==> config.mk <==
export PLATFORM = sky130hd
export DESIGN_NAME = drmk_diode_lane
export DESIGN_NICKNAME = d
export VERILOG_FILES = /design/src/rtl/core/drmk_pkg.sv /design/src/rtl/core/drmk_diode_lane.sv
export SDC_FILE = /design/constraint.sdc
export NUM_CORES = 2
export LEC_CHECK = 0
export BUFFER_PORTS_ARGS = -buffer_cell sky130_fd_sc_hd__buf_2
export CORE_MARGIN = 3
export CORE_UTILIZATION = 45
export CTS_CLUSTER_DIAMETER = 40
export DETAILED_ROUTE_END_ITERATION = 16
export SYNTH_ARGS = -nofsm -noshare
export SYNTH_HDL_FRONTEND = slang
export SYNTH_SLANG_ARGS = --single-unit
==> constraint.sdc <==
create_clock -name clk -period 6.2 [get_ports clk]
set_clock_uncertainty 0.1 [all_clocks]
set_input_delay 0.93 -clock clk [delete_from_list [all_inputs] [get_ports clk]]
set_output_delay 0.93 -clock clk [all_outputs]
set_load 0.05 [all_outputs]
==> src/rtl/core/drmk_pkg.sv <==
// Shared widths, diode curve constants and types of the ring modulator kernel.
package drmk_pkg;

	// Sample format: signed, three integer bits over the fraction
	localparam int SAMPLE_BITS = 24;
	localparam int FRAC_BITS   = SAMPLE_BITS - 4;

	// Analog path: A and B held doubled, one extra fraction bit
	localparam int WIDE_FRAC = FRAC_BITS + 1;
	localparam int VW        = SAMPLE_BITS + 2;
	localparam int DIODE_W   = VW - 1;
	localparam int D_W       = WIDE_FRAC - 1;
	localparam int X_W       = WIDE_FRAC - 1;
	localparam int RECIP_W   = X_W + 1;

	localparam longint ONE_WIDE = longint'(1) << WIDE_FRAC;

	typedef logic signed [SAMPLE_BITS-1:0] sample_t;
	typedef logic signed [VW-1:0]          wide_t;
	typedef logic [DIODE_W-1:0]            diode_t;

	// Diode knee 0.2, linear start 0.5, linear offset 0.35
	localparam wide_t KNEE      = wide_t'((ONE_WIDE + 2) / 5);
	localparam wide_t LIN_START = wide_t'(ONE_WIDE / 2);
	localparam wide_t LIN_OFS   = wide_t'((7 * ONE_WIDE + 10) / 20);

	// Half of the quadratic divisor 3 * 2^WIDE_FRAC
	localparam longint QUAD_HALF = 3 * (ONE_WIDE / 2);

	// Reciprocal of 3, exact floor for dividends below 2^(X_W+1)
	localparam logic [RECIP_W-1:0] RECIP3 =
		RECIP_W'(((longint'(1) << (X_W + 2)) + 2) / 3);

	typedef enum logic [1:0] {
		REGION_OFF  = 2'd0,
		REGION_QUAD = 2'd1,
		REGION_LIN  = 2'd2
	} region_t;

	// Per-stage load enables handed to the diode lanes
	typedef struct packed {
		logic s2;
		logic s3;
		logic s4;
		logic s5;
	} adv_t;

endpackage

==> src/rtl/core/drmk_diode_lane.sv <==
// One diode curve lane: region select, square, scale and divide by three over four stages.
module drmk_diode_lane (
	input  logic             clk,
	input  drmk_pkg::adv_t   adv,
	input  drmk_pkg::wide_t  v,
	output drmk_pkg::diode_t dval
);
	import drmk_pkg::*;

	localparam int SQ_W   = 2 * D_W;
	localparam int SUM5_W = SQ_W + 3;
	localparam int MUL_W  = 2 * X_W + 2;

	region_t          region;
	wide_t            diff_knee;
	wide_t            diff_lin;
	logic [SUM5_W-1:0] sum5;
	logic [MUL_W-1:0]  mul;

	region_t          region_s2, region_s3, region_s4, region_s5;
	diode_t           lin_s2, lin_s3, lin_s4, lin_s5;
	logic [D_W-1:0]   d_s2;
	logic [SQ_W-1:0]  sq_s3;
	logic [X_W-1:0]   x_s4;
	logic [X_W-1:0]   q_s5;

	// Classify the input against knee and linear start
	assign diff_knee = v - KNEE;
	assign diff_lin  = v - LIN_OFS;

	always_comb begin
		if (v < KNEE) begin
			region = REGION_OFF;
		end else if (v < LIN_START) begin
			region = REGION_QUAD;
		end else begin
			region = REGION_LIN;
		end
	end

	// Scale the square by five and round before the divide by three
	assign sum5 = SUM5_W'({sq_s3, 2'b00}) + SUM5_W'(sq_s3) + SUM5_W'(QUAD_HALF);
	assign mul  = MUL_W'(x_s4) * MUL_W'(RECIP3);

	// Advance each stage on its load enable
	always_ff @(posedge clk) begin
		if (adv.s2) begin
			region_s2 <= region;
			lin_s2    <= diff_lin[DIODE_W-1:0];
			d_s2      <= diff_knee[D_W-1:0];
		end
		if (adv.s3) begin
			region_s3 <= region_s2;
			lin_s3    <= lin_s2;
			sq_s3     <= SQ_W'(d_s2) * SQ_W'(d_s2);
		end
		if (adv.s4) begin
			region_s4 <= region_s3;
			lin_s4    <= lin_s3;
			x_s4      <= sum5[WIDE_FRAC +: X_W];
		end
		if (adv.s5) begin
			region_s5 <= region_s4;
			lin_s5    <= lin_s4;
			q_s5      <= mul[X_W + 2 +: X_W];
		end
	end

	// Pick the curve segment
	always_comb begin
		case (region_s5)
			REGION_OFF:  dval = '0;
			REGION_QUAD: dval = DIODE_W'(q_s5);
			REGION_LIN:  dval = lin_s5;
			default:     dval = '0;
		endcase
	end

endmodule

==> summary.log <==
[run_status] run status complete, but fails checks
[run_status] violated checks setup timing
[setup_path] class of the most critical setup path flip-flop to flip-flop
[setup_path] kind of end point of the critical path flip-flop
[setup_path] WP data required 6390 ps
[setup_path] critical-path cell list and2_1, fa_1, fa_1, inv_2, fa_1, inv_2, fa_1, fa_1, fa_1, fa_1, ha_4, a21o_1, a21o_1, a21oi_2, a21o_1, o211ai_1, and2_4, a221o_1, o41a_1, xor2_1
[layout] most frequent standard cell in the layout excluding fill and tap cells sky130_fd_sc_hd__inv_1
[timing] achievable clock frequency 150.4 MHz
[timing] slew of the pin with the lowest slew margin 1149 ps
[die] number of top-level pins 56
[layout] area growth from synthesis to layout 23.84%
[layout] final layout net count 3859
[grt] via count of the first global-routing pass 20490
[grt] first-pass GRT wire length 106500 um
[synthesis] Netlist Area Pre-Place 27450 um2
[setup_path] CP startpoint kind flip-flop
[timing] number of pins with negative max-slew slack in the final report 0
[synthesis] proportion of synthesized chip area in sequential cells 0.2253
[cts] maximum buffer depth of the clock tree 3
[cts] buffer type at the clock tree root sky130_fd_sc_hd__clkbuf_16
[synthesis] dominant register cell in the synthesized netlist sky130_fd_sc_hd__edfxtp_1
[synthesis] Synthesized Nets 3438
[detailed_routing] drt drc 0
[place] post-place setup slack -549.7 ps
[timing] Rel. slew slack 0.2343
[synthesis] count of distinct cell types in the synthesized netlist 71
[detailed_routing] routed length per instance 17.25 um
[timing] Min Clock Period, post-route 6650 ps
[detailed_routing] DR iter-0 viols 876
[grt] pin count of the biggest net entering global routing 67
[setup_path] Crit path arrival time 6840 ps
[cts] clock sink total 206
[layout] fill cell count 4970
[timing] final sum of negative setup slack -4954 ps
[place] RD Place Congestion 0.9737
[die] area of the core 59690 um2
[setup_path] Critical Path Fanout Max 3
[cts] CTS HTree Levels 2
[die] Die Footprint 64010 um2
[synthesis] total of flip-flops plus latches after synthesis 206
[detailed_routing] 1st-pass router iterations 7
[setup_path] Critical Path Most Common Cell sky130_fd_sc_hd__fa_1
[die] effective utilization at floorplan 0.4600
[place] Detail Placement HPWL 55460 um
[synthesis] fraction of registers with async set/reset 0
[synthesis] Post-synth EDFFs 206
[synthesis] mean instance size in the synthesized netlist 10.67 um2
[synthesis] count of yosys warnings during synthesis 0
[detailed_routing] via count of the routed design 18880
[detailed_routing] number of vias per cell after detailed routing 4.973
[layout] antenna diode count 0
[setup_path] slowest stage delay, CP 560 ps
[grt] antenna violations before repair 1
[timing] worst path setup slack after routing -449.8 ps
[layout] fraction of final layout cells sized beyond drive strength 1 0.2385
[timing] RSZ-0062 raised after global routing yes
[timing] post-route clock period utilization 1.073
[detailed_routing] antenna violation net count after detailed routing 0
[die] Die W 253 um
[timing] Final Hold Violating Endpoints 0
[setup_path] R2R Setup Slk -450 ps
[die] number of rows in the core area 89
[cts] Inserted Clock Buffers 37
[place] quantity of I/O buffers inserted on ports 55
[run] MaxCap Viol Count 0
[setup_path] CP max-delay cell sky130_fd_sc_hd__fa_1
[hold_path] HP Class flip-flop to flip-flop
[grt] residual overflow from global routing 0
[layout] sequential standard cell area 6186 um2
[synthesis] post-synthesis instance total 2573
[setup_path] gate family responsible for the most delay along the worst path adder cells
[setup_path] Buffers & Inverters on Critical Path 2
[grt] Overall Global Routing Usage 0.2104
[cts] clock transition at the registers of the reported paths 50 ps
[layout] leading cell types in the layout, fill and taps excluded sky130_fd_sc_hd__inv_1 (572), sky130_fd_sc_hd__fa_1 (392), sky130_fd_sc_hd__ha_1 (371)
[die] vertical extent of the die 253 um
[cts] clock tree from TritonCTS built
[timing] setup violators final 26
[detailed_routing] final WL 65470 um
[layout] area of the multi-input gates 19870 um2
[cts] clock latency on the worst-skew pair 540 ps
==> final cells by class <==
type / count / share of cell area
Clock buffer: 39 / 0.02808
Clock inverter: 29 / 0.009016
Inverter: 604 / 0.06668
Multi-Input combinational cell: 1704 / 0.5845
Sequential cell: 206 / 0.1819
Tap cell: 773 / 0.02845
Timing Repair Buffer: 441 / 0.1013
==> registers in the layout, indices dropped and copies added (netlist names), 19 cells and up <==
register,cells
sq_s3,39
lin_s2,25
lin_s3,25
lin_s4,25
lin_s5,25
d_s2,20
x_s4,20
q_s5,19
==> layer usage <==
metal | part of all wire | track usage | vias up | routed length, um
met4 | 0.027 | 0.05701 | 2 | 1758
met2 | 0.49 | 0.3665 | 266 | 32230
met3 | 0.030 | 0.02321 | 82 | 1938
met5 | 0.00020 | 0 | - | 13
met1 | 0.45 | 0.2802 | 9430 | 29530
li1 | - | - | 9096 | -
==> through the flow <==
stage	utilization	hold slack (ps)	instance area (um2)	instances
2_1_floorplan	-	300.3	27720	2573
3_3_place_gp	0.5212	305.7	31110	3663
3_5_place_dp	0.5212	304.5	31110	3663
4_1_cts	0.5566	283.8	33220	3773
5_1_grt	0.5696	309.1	34000	3796
6_report	0.5696	292.1	34000	3796
==> timing repair <==
action / in CTS / in global routing
resized for setup: 113 / 144
buffers inserted: 43 / 25
hold buffers: 0 / 0
setup endpoints to repair: 35 / 40
pin swaps: 89 / 83
==> cells by family (layout without fill, tap and decap cells) <==
family	Yosys count	count (layout)	share of synthesized area
compound gates	291	291	0.07073
xor+xnor	122	122	0.03892
fa+ha+maj	834	834	0.4944
buf+inv	663	1113	0.09097
flops	206	206	0.2253
mux	2	2	0.0007748
simple gates	455	455	0.07889
==> cell usage after synthesis (14+ instances only) <==
library cell | count | area (um2)
sky130_fd_sc_hd__a22oi_1 | 21 | 157.7
sky130_fd_sc_hd__xor2_1 | 47 | 411.6
sky130_fd_sc_hd__clkbuf_1 | 55 | 206.5
sky130_fd_sc_hd__a21oi_1 | 84 | 420.4
sky130_fd_sc_hd__fa_1 | 418 | 8368
sky130_fd_sc_hd__edfxtp_1 | 206 | 6186
sky130_fd_sc_hd__inv_1 | 604 | 2267
sky130_fd_sc_hd__o21ai_1 | 17 | 85.08
sky130_fd_sc_hd__a21o_1 | 50 | 375.4
sky130_fd_sc_hd__ha_1 | 416 | 5205
sky130_fd_sc_hd__nand3_1 | 23 | 115.1
sky130_fd_sc_hd__xnor2_1 | 75 | 656.9
sky130_fd_sc_hd__nor3_1 | 21 | 105.1
sky130_fd_sc_hd__o21ai_0 | 25 | 125.1
sky130_fd_sc_hd__and2_1 | 78 | 488.0
sky130_fd_sc_hd__nor2_1 | 89 | 334.1
sky130_fd_sc_hd__and3_1 | 14 | 87.58
sky130_fd_sc_hd__nand2_1 | 173 | 649.4
==> worst paths after layout <==
path / from / end / cells past startpoint
min: lin_s2[13] / lin_s3[13] / 0
min reg2reg: lin_s2[13] / lin_s3[13] / 0
max reg2reg: d_s2[14] / sq_s3[36] / 20
max: d_s2[14] / sq_s3[36] / 20
Power is left out: the tool's default activity adds up to more than one toggle a clock period on the data nets, which glitch-free logic cannot reach.
